File: src/design/sbt_pkg.sv
package sbt_pkg;

  // Fixed field widths.
  localparam int COORD_BITS = 32;
  localparam int DIM_W      = 4;   // holds a dimension address up to 16 dimensions
  localparam int NDIM_W     = 5;   // holds a dimension count up to 16
  localparam int CODE_W     = 11;
  localparam int COUNT_W    = 8;
  localparam int TOTAL_W    = 16;
  localparam int OUT_DIM_W  = 3;

  // Constants of the split arithmetic.
  localparam logic [COORD_BITS-1:0] WIDTH_TWO   = 32'h8000_0000;
  localparam logic [COORD_BITS-1:0] THIRD_RECIP = 32'hAAAA_AAAB;  // ceil(2^33 / 3)
  localparam int                    THIRD_SHIFT = 33;
  localparam logic [9:0]            MIDDLE_BASE = 10'd100;
  localparam logic [15:0]           HUND_RECIP  = 16'd41;         // 41 / 2^12 ~ 1 / 100
  localparam int                    HUND_SHIFT  = 12;
  localparam logic [COUNT_W-1:0]    COUNT_MAX   = 8'hFF;
  localparam logic [TOTAL_W-1:0]    TOTAL_MAX   = 16'hFFFF;

  // Configuration register indexes (address bit 2).
  localparam logic [0:0] REG_SPLIT_RULE  = 1'b0;
  localparam logic [0:0] REG_ACTIVE_DIMS = 1'b1;

  typedef enum logic [1:0] {
    MODE_CLEAR = 2'd0,
    MODE_SPLIT = 2'd1,
    MODE_POINT = 2'd2,
    MODE_NONE  = 2'd3
  } mode_t;

  // One decoded item on its way from the input to the update stage.
  typedef struct packed {
    mode_t                   op;
    logic                    split_ok;
    logic                    left;
    logic                    middle;
    logic                    last;
    logic [DIM_W-1:0]        addr;
    logic [COORD_BITS-1:0]   point;
  } sbt_item_t;

  // One dimension of the box as held in the state memory.
  typedef struct packed {
    logic [COORD_BITS-1:0] center;
    logic [COORD_BITS-1:0] width;
    logic [COUNT_W-1:0]    count;
  } sbt_entry_t;

  // One result item.
  typedef struct packed {
    logic [OUT_DIM_W-1:0]  dim_index;
    logic [COORD_BITS-1:0] center;
    logic [COORD_BITS-1:0] width;
    logic [COUNT_W-1:0]    count;
    logic [TOTAL_W-1:0]    total;
    logic                  coord_inside;
    logic                  point_done;
    logic                  point_inside;
    logic                  status;
  } sbt_result_t;

endpackage

File: src/design/sbt_decode.sv
module sbt_decode #(
  parameter int AW       = 3
) (
  input  logic                                 clk,
  input  logic                                 rst_n,
  input  logic                                 accept,
  input  logic [1:0]                           mode,
  input  logic signed [sbt_pkg::CODE_W-1:0]    split_code,
  input  logic signed [sbt_pkg::COORD_BITS-1:0] point_value,
  input  logic [sbt_pkg::NDIM_W-1:0]           ndims,
  output sbt_pkg::sbt_item_t                   item,
  output logic [AW-1:0]                        rd_addr
);

  logic [AW-1:0]                 qpos_r;
  logic [AW-1:0]                 qpos_nxt;
  logic [AW-1:0]                 pos;
  logic                          last;
  logic                          neg;
  logic [sbt_pkg::CODE_W-1:0]    mag;
  logic                          middle;
  logic [15:0]                   hund_prod;
  logic [sbt_pkg::CODE_W-1:0]    dim;
  logic                          split_ok;
  logic [sbt_pkg::CODE_W-1:0]    dim_m1;
  sbt_pkg::mode_t                op;

  assign op = sbt_pkg::mode_t'(mode);

  // Split code decode: sign picks left, hundreds pick a middle split.
  assign neg       = split_code[sbt_pkg::CODE_W-1];
  assign mag       = neg ? (~split_code + 1'b1) : split_code;
  assign middle    = !neg && (split_code[9:0] >= sbt_pkg::MIDDLE_BASE);
  assign hund_prod = 16'(split_code[9:0]) * sbt_pkg::HUND_RECIP;
  assign dim       = middle ? sbt_pkg::CODE_W'(hund_prod[15:sbt_pkg::HUND_SHIFT]) : mag;
  assign split_ok  = (dim != '0) && (dim <= sbt_pkg::CODE_W'(ndims));
  assign dim_m1    = dim - 1'b1;

  // Point coordinates walk the active dimensions in order.
  assign pos  = (sbt_pkg::NDIM_W'(qpos_r) >= ndims) ? '0 : qpos_r;
  assign last = (sbt_pkg::NDIM_W'(pos) + 1'b1) >= ndims;

  always_comb begin
    qpos_nxt = qpos_r;
    case (op)
      sbt_pkg::MODE_CLEAR: qpos_nxt = '0;
      sbt_pkg::MODE_POINT: qpos_nxt = last ? '0 : AW'(pos + 1'b1);
      default:             qpos_nxt = qpos_r;
    endcase
  end

  always_ff @(posedge clk) begin
    if (!rst_n) begin
      qpos_r <= '0;
    end else if (accept) begin
      qpos_r <= qpos_nxt;
    end
  end

  // Assemble the item for the update stage.
  always_comb begin
    item          = '0;
    item.op       = op;
    item.split_ok = split_ok;
    item.left     = neg;
    item.middle   = middle;
    item.last     = last;
    item.point    = point_value;
    if (op == sbt_pkg::MODE_POINT) begin
      item.addr = sbt_pkg::DIM_W'(pos);
    end else begin
      item.addr = dim_m1[sbt_pkg::DIM_W-1:0];
    end
  end

  assign rd_addr = item.addr[AW-1:0];

endmodule

File: src/design/sbt_mem.sv
module sbt_mem #(
  parameter int MAX_DIMS = 8,
  parameter int AW       = 3
) (
  input  logic                clk,
  input  logic                rst_n,
  input  logic                rd_en,
  input  logic [AW-1:0]       rd_addr,
  output sbt_pkg::sbt_entry_t rd_entry,
  input  logic                wr_en,
  input  logic [AW-1:0]       wr_addr,
  input  sbt_pkg::sbt_entry_t wr_entry,
  input  logic                clr
);

  sbt_pkg::sbt_entry_t mem [MAX_DIMS];
  sbt_pkg::sbt_entry_t rd_data_r;
  logic [AW-1:0]       rd_addr_r;
  logic [MAX_DIMS-1:0] valid_r;
  logic                fwd_valid_r;
  logic [AW-1:0]       fwd_addr_r;
  sbt_pkg::sbt_entry_t fwd_data_r;
  sbt_pkg::sbt_entry_t reset_entry;

  // Storage array, synchronous write and registered read.
  always_ff @(posedge clk) begin
    if (wr_en) begin
      mem[wr_addr] <= wr_entry;
    end
    if (rd_en) begin
      rd_data_r <= mem[rd_addr];
      rd_addr_r <= rd_addr;
    end
  end

  // Per-entry valid bits stand in for clearing the array; the last write
  // is kept so a read racing that write still sees the new data.
  always_ff @(posedge clk) begin
    if (!rst_n) begin
      valid_r     <= '0;
      fwd_valid_r <= 1'b0;
    end else if (clr) begin
      valid_r     <= '0;
      fwd_valid_r <= 1'b0;
    end else if (wr_en) begin
      valid_r[wr_addr] <= 1'b1;
      fwd_valid_r      <= 1'b1;
    end
  end

  always_ff @(posedge clk) begin
    if (wr_en) begin
      fwd_addr_r <= wr_addr;
      fwd_data_r <= wr_entry;
    end
  end

  always_comb begin
    reset_entry        = '0;
    reset_entry.width  = sbt_pkg::WIDTH_TWO;
  end

  always_comb begin
    if (fwd_valid_r && (fwd_addr_r == rd_addr_r)) begin
      rd_entry = fwd_data_r;
    end else if (valid_r[rd_addr_r]) begin
      rd_entry = rd_data_r;
    end else begin
      rd_entry = reset_entry;
    end
  end

endmodule

File: src/design/sbt_update.sv
module sbt_update (
  input  logic                clk,
  input  logic                rst_n,
  input  logic                adv,
  input  sbt_pkg::sbt_item_t  item,
  input  sbt_pkg::sbt_entry_t entry,
  input  logic                split_rule,
  output logic                wr_req,
  output logic                clr_req,
  output sbt_pkg::sbt_entry_t wr_entry,
  output sbt_pkg::sbt_result_t result
);

  localparam int CB = sbt_pkg::COORD_BITS;

  logic [sbt_pkg::TOTAL_W-1:0] total_r;
  logic [sbt_pkg::TOTAL_W-1:0] total_nxt;
  logic                        qall_r;
  logic                        qall_nxt;

  logic [CB-1:0]        w;
  logic [2*CB-1:0]      prod;
  logic [CB-1:0]        third;
  logic [CB-1:0]        new_w;
  logic [CB-1:0]        step;
  logic signed [CB:0]   c_ext;
  logic signed [CB:0]   step_s;
  logic signed [CB:0]   c_sum;
  logic [CB-1:0]        new_c;
  logic [sbt_pkg::COUNT_W-1:0] new_cnt;
  logic [sbt_pkg::TOTAL_W-1:0] inc_total;
  logic signed [CB:0]   diff;
  logic [CB:0]          abs_diff;
  logic                 coord_in;

  assign w = entry.width;

  // Width divided by three through the reciprocal multiply.
  assign prod  = {{CB{1'b0}}, w} * {{CB{1'b0}}, sbt_pkg::THIRD_RECIP};
  assign third = CB'(prod[2*CB-1:sbt_pkg::THIRD_SHIFT]);

  always_comb begin
    if (split_rule) begin
      new_w = third;
      step  = item.middle ? '0 : third;
    end else begin
      new_w = w >> 1;
      step  = w >> 2;
    end
  end

  // Move the center and saturate to the signed coordinate range.
  assign c_ext  = {entry.center[CB-1], entry.center};
  assign step_s = item.left ? -$signed({1'b0, step}) : $signed({1'b0, step});
  assign c_sum  = c_ext + step_s;

  always_comb begin
    if (c_sum[CB] != c_sum[CB-1]) begin
      new_c = c_sum[CB] ? {1'b1, {(CB-1){1'b0}}} : {1'b0, {(CB-1){1'b1}}};
    end else begin
      new_c = c_sum[CB-1:0];
    end
  end

  assign new_cnt   = (entry.count == sbt_pkg::COUNT_MAX) ? entry.count
                                                         : entry.count + 1'b1;
  assign inc_total = (total_r == sbt_pkg::TOTAL_MAX) ? total_r : total_r + 1'b1;

  // Point test: |p - c| <= w / 2, done as 2 * |p - c| <= w.
  assign diff     = $signed({item.point[CB-1], item.point}) - c_ext;
  assign abs_diff = diff[CB] ? '0 - diff : diff;
  assign coord_in = {abs_diff, 1'b0} <= {2'b00, w};

  assign wr_entry.center = new_c;
  assign wr_entry.width  = new_w;
  assign wr_entry.count  = new_cnt;
  assign wr_req  = (item.op == sbt_pkg::MODE_SPLIT) && item.split_ok;
  assign clr_req = (item.op == sbt_pkg::MODE_CLEAR);

  // Result fields and next scalar state.
  always_comb begin
    result    = '0;
    total_nxt = total_r;
    qall_nxt  = qall_r;
    case (item.op)
      sbt_pkg::MODE_CLEAR: begin
        result.width = sbt_pkg::WIDTH_TWO;
        total_nxt    = '0;
        qall_nxt     = 1'b1;
      end
      sbt_pkg::MODE_SPLIT: begin
        if (item.split_ok) begin
          result.dim_index = sbt_pkg::OUT_DIM_W'(item.addr);
          result.center    = new_c;
          result.width     = new_w;
          result.count     = new_cnt;
          result.total     = inc_total;
          total_nxt        = inc_total;
        end else begin
          result.total  = total_r;
          result.status = 1'b1;
        end
      end
      sbt_pkg::MODE_POINT: begin
        result.dim_index    = sbt_pkg::OUT_DIM_W'(item.addr);
        result.center       = entry.center;
        result.width        = entry.width;
        result.count        = entry.count;
        result.total        = total_r;
        result.coord_inside = coord_in;
        if (item.last) begin
          result.point_done   = 1'b1;
          result.point_inside = qall_r & coord_in;
          qall_nxt            = 1'b1;
        end else begin
          qall_nxt = qall_r & coord_in;
        end
      end
      default: begin
        result = '0;
      end
    endcase
  end

  always_ff @(posedge clk) begin
    if (!rst_n) begin
      total_r <= '0;
      qall_r  <= 1'b1;
    end else if (adv) begin
      total_r <= total_nxt;
      qall_r  <= qall_nxt;
    end
  end

endmodule

File: src/design/split_box_tracker_core.sv
// Split box tracker core.
// Keeps an axis-aligned box in Q2.30 over up to MAX_DIMS dimensions. Each
// input item either clears the box, applies one split code, or tests one
// point coordinate against the next active dimension in turn.
// Input channel: in_valid / in_stall with in_mode, in_split_code and
// in_point_value; an item is taken at an edge with in_valid high and
// in_stall low. Output channel: out_valid / out_stall, one result item per
// input item, in order.
// A taken item waits in the update stage register; its result then waits
// in the output register while out_stall is high. Throughput: one item per
// cycle, but a stalled result can raise in_stall. Per-dimension state sits
// in a small synchronous memory; each item reads its dimension when taken
// and writes it back on leaving the update stage, with the latest write
// forwarded so back-to-back items on the same dimension see fresh data.
// Configuration goes through the APB-style port: split_rule at byte address
// 0 and active_dims at byte address 4; pready is always high.
// Reset brings the box to center 0, width 2.0, all counters to zero, rules
// to halving and eight active dimensions; no clearing pass is needed.
// While out_stall is high and a result waits, one more item can be held in
// the update stage; after that in_stall rises in the same cycle.
module split_box_tracker_core #(
  parameter int MAX_DIMS = 8
) (
  input  logic        clk,
  input  logic        rst_n,

  input  logic        in_valid,
  output logic        in_stall,
  input  logic [1:0]  in_mode,
  input  logic signed [10:0] in_split_code,
  input  logic signed [31:0] in_point_value,

  output logic        out_valid,
  input  logic        out_stall,
  output logic [2:0]  out_dim_index,
  output logic signed [31:0] out_center_value,
  output logic [31:0] out_width_value,
  output logic [7:0]  out_dim_split_count,
  output logic [15:0] out_total_splits,
  output logic        out_coord_inside,
  output logic        out_point_done,
  output logic        out_point_inside,
  output logic        out_status,

  input  logic        psel,
  input  logic        penable,
  input  logic        pwrite,
  input  logic [2:0]  paddr,
  input  logic [31:0] pwdata,
  output logic [31:0] prdata,
  output logic        pready
);

  localparam int AW = (MAX_DIMS > 1) ? $clog2(MAX_DIMS) : 1;

  logic                          split_rule_r;
  logic [3:0]                    active_dims_r;
  logic [sbt_pkg::NDIM_W-1:0]    ndims;
  logic                          cfg_wr;

  sbt_pkg::sbt_item_t            dec_item;
  logic [AW-1:0]                 rd_addr;
  sbt_pkg::sbt_item_t            b_item_r;
  logic                          b_valid_r;
  sbt_pkg::sbt_entry_t           rd_entry;
  sbt_pkg::sbt_entry_t           wr_entry;
  logic                          wr_req;
  logic                          clr_req;
  sbt_pkg::sbt_result_t          result;
  sbt_pkg::sbt_result_t          out_r;
  logic                          out_valid_r;

  logic                          accept;
  logic                          out_free;
  logic                          b_adv;

  // Configuration registers.
  assign pready = 1'b1;
  assign cfg_wr = psel && penable && pwrite;

  always_ff @(posedge clk) begin
    if (!rst_n) begin
      split_rule_r  <= 1'b0;
      active_dims_r <= 4'd8;
    end else if (cfg_wr) begin
      unique case (paddr[2:2])
        sbt_pkg::REG_SPLIT_RULE:  split_rule_r  <= pwdata[0];
        sbt_pkg::REG_ACTIVE_DIMS: active_dims_r <= pwdata[3:0];
        default:                  split_rule_r  <= split_rule_r;
      endcase
    end
  end

  always_comb begin
    unique case (paddr[2:2])
      sbt_pkg::REG_SPLIT_RULE:  prdata = {31'd0, split_rule_r};
      sbt_pkg::REG_ACTIVE_DIMS: prdata = {28'd0, active_dims_r};
      default:                  prdata = '0;
    endcase
  end

  // Effective dimension count, clamped to 1..MAX_DIMS.
  always_comb begin
    if (active_dims_r == '0) begin
      ndims = sbt_pkg::NDIM_W'(1);
    end else if (sbt_pkg::NDIM_W'(active_dims_r) > sbt_pkg::NDIM_W'(MAX_DIMS)) begin
      ndims = sbt_pkg::NDIM_W'(MAX_DIMS);
    end else begin
      ndims = sbt_pkg::NDIM_W'(active_dims_r);
    end
  end

  // Pipeline flow: input stage, update stage, output register.
  assign out_free = !out_valid_r || !out_stall;
  assign b_adv    = b_valid_r && out_free;
  assign in_stall = b_valid_r && !out_free;
  assign accept   = in_valid && !in_stall;

  sbt_decode #(
    .AW       (AW)
  ) u_decode (
    .clk         (clk),
    .rst_n       (rst_n),
    .accept      (accept),
    .mode        (in_mode),
    .split_code  (in_split_code),
    .point_value (in_point_value),
    .ndims       (ndims),
    .item        (dec_item),
    .rd_addr     (rd_addr)
  );

  sbt_mem #(
    .MAX_DIMS (MAX_DIMS),
    .AW       (AW)
  ) u_mem (
    .clk      (clk),
    .rst_n    (rst_n),
    .rd_en    (accept),
    .rd_addr  (rd_addr),
    .rd_entry (rd_entry),
    .wr_en    (b_adv && wr_req),
    .wr_addr  (b_item_r.addr[AW-1:0]),
    .wr_entry (wr_entry),
    .clr      (b_adv && clr_req)
  );

  // Update stage item register.
  always_ff @(posedge clk) begin
    if (!rst_n) begin
      b_valid_r <= 1'b0;
    end else if (accept) begin
      b_valid_r <= 1'b1;
    end else if (b_adv) begin
      b_valid_r <= 1'b0;
    end
  end

  always_ff @(posedge clk) begin
    if (accept) begin
      b_item_r <= dec_item;
    end
  end

  sbt_update u_update (
    .clk        (clk),
    .rst_n      (rst_n),
    .adv        (b_adv),
    .item       (b_item_r),
    .entry      (rd_entry),
    .split_rule (split_rule_r),
    .wr_req     (wr_req),
    .clr_req    (clr_req),
    .wr_entry   (wr_entry),
    .result     (result)
  );

  // Output register.
  always_ff @(posedge clk) begin
    if (!rst_n) begin
      out_valid_r <= 1'b0;
    end else if (b_adv) begin
      out_valid_r <= 1'b1;
    end else if (!out_stall) begin
      out_valid_r <= 1'b0;
    end
  end

  always_ff @(posedge clk) begin
    if (b_adv) begin
      out_r <= result;
    end
  end

  assign out_valid           = out_valid_r;
  assign out_dim_index       = out_r.dim_index;
  assign out_center_value    = out_r.center;
  assign out_width_value     = out_r.width;
  assign out_dim_split_count = out_r.count;
  assign out_total_splits    = out_r.total;
  assign out_coord_inside    = out_r.coord_inside;
  assign out_point_done      = out_r.point_done;
  assign out_point_inside    = out_r.point_inside;
  assign out_status          = out_r.status;

endmodule

File: config.mk
export PLATFORM = sky130hd
export DESIGN_NAME = split_box_tracker_core
export DESIGN_NICKNAME = d
export VERILOG_FILES = /design/src/design/sbt_pkg.sv /design/src/design/sbt_decode.sv /design/src/design/sbt_mem.sv /design/src/design/sbt_update.sv /design/src/design/split_box_tracker_core.sv
export SDC_FILE = /design/constraint.sdc
export NUM_CORES = 2
export LEC_CHECK = 0
export ABC_AREA = 1
export BUFFER_PORTS_ARGS = -buffer_cell sky130_fd_sc_hd__buf_2
export CORE_MARGIN = 1
export CORE_UTILIZATION = 35
export DETAILED_ROUTE_END_ITERATION = 8
export HOLD_SLACK_MARGIN = 0.03
export PLACE_DENSITY = 0.62
export SETUP_SLACK_MARGIN = 0.02
export SYNTH_ARGS = -nofsm -noshare
export SYNTH_HDL_FRONTEND = slang
export SYNTH_SLANG_ARGS = --single-unit
export TNS_END_PERCENT = 30
File: constraint.sdc
create_clock -name clk -period 17.2 [get_ports clk]
set_input_delay 4.3 -clock clk [delete_from_list [all_inputs] [get_ports clk]]
set_output_delay 4.3 -clock clk [all_outputs]
set_load 0.05 [all_outputs]
==> results.py <==
metrics = {
    "yosys": {
        "ys_ff_latch": 885,
        "yosys-top-cells-count": "1214 x inv_1, 849 x edfxtp_1, 836 x nand2_1, 477 x ha_1, 444 x a21oi_1",
        "synth-simple-area-share": 0.116,
        "syn-cell-area_mm2": 0.0613,
        "synth_ff_type": "edfxtp_1",
        "ys_seq_area_frac": 0.428,
        "synth-edff-count": 849,
        "yosysTopAreaCellShare": 0.416,
        "synthCells": 6192,
        "syn_avg_cell_area_um2": 9.90,
        "yosysWarnings": 0,
        "synth_top_family_by_area": "adder cells",
        "synth.area.mux_share": 0.0130,
        "async_flop_share": 0,
        "synth_area_leaders": "edfxtp_1 42%, fa_1 12%, ha_1 9.7%",
        "synth_xor_area_frac": 0.0259,
        "synthDistinctLibCells": 69,
        "yosysTopAreaCell": "edfxtp_1",
        "synth_fa_ha_area_frac": 0.215,
        "synth_compound_area_frac": 0.110,
        "yosysMostFrequentCell": "inv_1",
    },
    "sta": {
        "report.final.hold_viol_count": 0,
        "finalSetupTns_ps": 0,
        "period_share": 0.874,
        "drv_slew": 0,
        "setup_viol": 0,
        "worst_pin_slew_ps": 1250,
        "finalClockSkew_ps": 49.6,
        "relSlewSlack": 0.159,
        "max_freq_mhz": 66.5,
        "period_needed_ps": 15030,
        "grt_setup_unrepaired": "false",
    },
    "clocking": {
        "h-tree-depth": 3,
        "clk_pin_slew_ps": 60,
        "cts_made_buffers": 92,
        "tritoncts": "done",
        "cts.sinks": 885,
        "cts-root-buf": "clkbuf_16",
        "clk_latency_ps": 730,
        "cts_setup_buffers": 0,
        "clock_path_buffers": 3,
        "cts_hold_buf": 0,
        "ctsResizeCount": 0,
    },
    "global_routing": {
        "met3_usage": 0.0287,
        "antenna_found_initial": 1,
        "grt_use_total": 0.215,
        "grt.busiest_layer": "met2",
        "grt_pass1_wl_um": 281000,
        "overflow": 0,
        "first_global_vias": 43700,
        "grt_use_met2": 0.354,
        "grt_util_met1": 0.287,
        "grt_max_degree": 168,
    },
    "floorplanning": {
        "die_y_um": 420,
        "num_rows": 153,
        "boundaryPins": 217,
        "start_util": 0.352,
        "dieArea_mm2": 0.177,
        "core_mm2": 0.174,
        "die_x_um": 420,
    },
    "setup_path": {
        "timing_worst_setup_path_type": "reg -> reg",
        "path_common_cell": "nand2_1",
        "cp-start-kind": "flop",
        "max_stage_delay_ps": 730,
        "cp_slowest_cell": "inv_4",
        "crit_arrival_ps": 15600,
        "crit_fanout": 64,
        "end_kind": "flop",
        "required_ps": 17770,
    },
    "power_and_ir_drop": {
        "p_leak_nw": 29.7,
        "switching_share": 0.409,
        "cell_internal_pwr_mw": 4.87,
        "p_comb_frac": 0.435,
        "netSwitchingPower_mw": 3.38,
        "seqPwrFrac": 0.325,
        "power_density_mw_per_mm2": 122,
        "peakVddDrop_mv": 0.0909,
        "clock_power_share": 0.240,
    },
    "layout": {
        "layout-drive-gt1-share": 0.0999,
        "final_cells": 8724,
        "area_delta_synth_final_pct": 10.3,
        "nets": 7245,
        "multi_input_area_mm2": 0.0296,
        "seqCellArea_mm2": 0.0262,
        "fillers": 17200,
        "fin_util": 0.389,
        "fin_area_mm2": 0.0676,
    },
    "placed_design": {
        "placed_cell_area_mm2": 0.0646,
        "gp_congestion": 0.973,
        "placed_cells": 8553,
        "io_buffer_count": 157,
        "post-dp-hpwl_um": 142000,
    },
    "run_status": {
        "status": "finished clean",
    },
    "detailed_routing": {
        "drc_errors": 0,
        "post_drt_wl_per_cell_um": 21.7,
        "postRouteAntennaNets": 0,
        "drtPass1Iterations": 5,
        "first_iter_violations": 3814,
        "totalWireLength_um": 190000,
        "viasPerCell": 5.07,
        "vias": 44300,
    },
    "run": {
        "cap_violations": 0,
    },
    "hold_path": {
        "worst_hold_path_type": "reg -> reg",
    },
}
[registers in the layout, summed over array words and instances, names as in the netlist, 3 cells and up]
| signal | cells |
|---|---|
| active_dims_r | 4 |
| b_item_r | 38 |
| out_center_value | 32 |
| out_dim_index | 3 |
| out_dim_split_count | 8 |
| out_total_splits | 16 |
| out_width_value | 32 |
| u_decode.qpos_r | 3 |
| u_mem.fwd_addr_r | 3 |
| u_mem.fwd_data_r | 71 |
| u_mem.mem | 568 |
| u_mem.rd_addr_r | 3 |
| u_mem.rd_data_r | 71 |
| u_mem.valid_r | 8 |
| u_update.total_r | 16 |
[per-layer routing]
layer  wire length, um  vias to the layer above
met1             81300                    21700
met3             11500                      281
li1                  -                    20900
met5                 0                        -
met4              7640                        0
met2             89200                     1444
[worst paths after layout]
| check | slack, ps | to | startpoint | cells past startpoint |
|---|---|---|---|---|
| worst max register to register | 2170 | out_center_value[28]$_DFFE_PP_ | u_mem.rd_addr_r[1]$_DFFE_PP_ | 57 |
| worst min register to register | 470 | u_decode.qpos_r[0]$_SDFFE_PN0P_ | u_decode.qpos_r[0]$_SDFFE_PN0P_ | 2 |
| worst min-delay path | 470 | u_decode.qpos_r[0]$_SDFFE_PN0P_ | u_decode.qpos_r[0]$_SDFFE_PN0P_ | 2 |
| worst max-delay path | 2170 | out_center_value[28]$_DFFE_PP_ | u_mem.rd_addr_r[1]$_DFFE_PP_ | 57 |
[critical path: cells and delay by family (launching register included)]
family | cells | cell delay, ps
AO/OA/AOI/OAI | 11 | 2650
XOR/XNOR | 4 | 1650
adder cells (fa/ha/maj) | 10 | 4650
buffers and inverters | 10 | 2080
flip-flops | 1 | 610
AND/OR/NAND/NOR | 22 | 3140
[per-stage QoR]
| stage | total power, mW | hold WS, ps | setup WS, ps |
|---|---|---|---|
| 6_report | 8.25 | 467 | 2170 |
| 5_1_grt | 8.76 | 497 | 1230 |
| 4_1_cts | 8.27 | 467 | 2260 |
| 3_5_place_dp | 6.26 | 455 | 2320 |
| 3_3_place_gp | 6.23 | 451 | 2400 |
| 2_1_floorplan | 5.13 | 440 | -1330 |
[layout make-up]
class / instances / area share
antenna: 1 / 0.0000370
clock buffer: 120 / 0.0359
clock inverter: 50 / 0.00818
inverter: 1230 / 0.0688
multi-input combinational: 3892 / 0.437
sequential: 885 / 0.388
tap: 2325 / 0.0430
timing repair buffer: 221 / 0.0191
[cells in the final DEF, fill, tap and decap left out, types with 71 or more instances in the layout]
master     Yosys  final
inv_1       1214   1207
edfxtp_1     849    849
nand2_1      836    835
ha_1         477    476
a21oi_1      444    443
fa_1         359    359
nor2_1       336    333
o21ai_0      313    310
nand3_1      170    170
buf_2          2    157
a31oi_1      135    132
xor2_1       122    121
clkbuf_16      0     93
nand2_2       85     85
o211ai_1      81     81
a211oi_1      75     75
mux2_2        71     71
[kinds of logic after synthesis]
family,Yosys count
buffers and inverters,1442
and+or+nand+nor,1621
other,2
DFF,885
adders and majority gates,836
AOI/OAI and AO/OA,1154
muxes,71
xor gates and xnor gates,181
[power groups by stage]
stage / Clock, mW / Sequential, mW / Combinational (mW)
final: 1.98 / 2.68 / 3.59
after floorplan: 0 / 2.75 / 2.39
after global routing: 2.10 / 2.69 / 3.98
after CTS: 2.02 / 2.68 / 3.57
after global placement: 0 / 2.73 / 3.51
after detailed placement: 0 / 2.73 / 3.54
No activity file was read; power rests on OpenSTA's default activity.
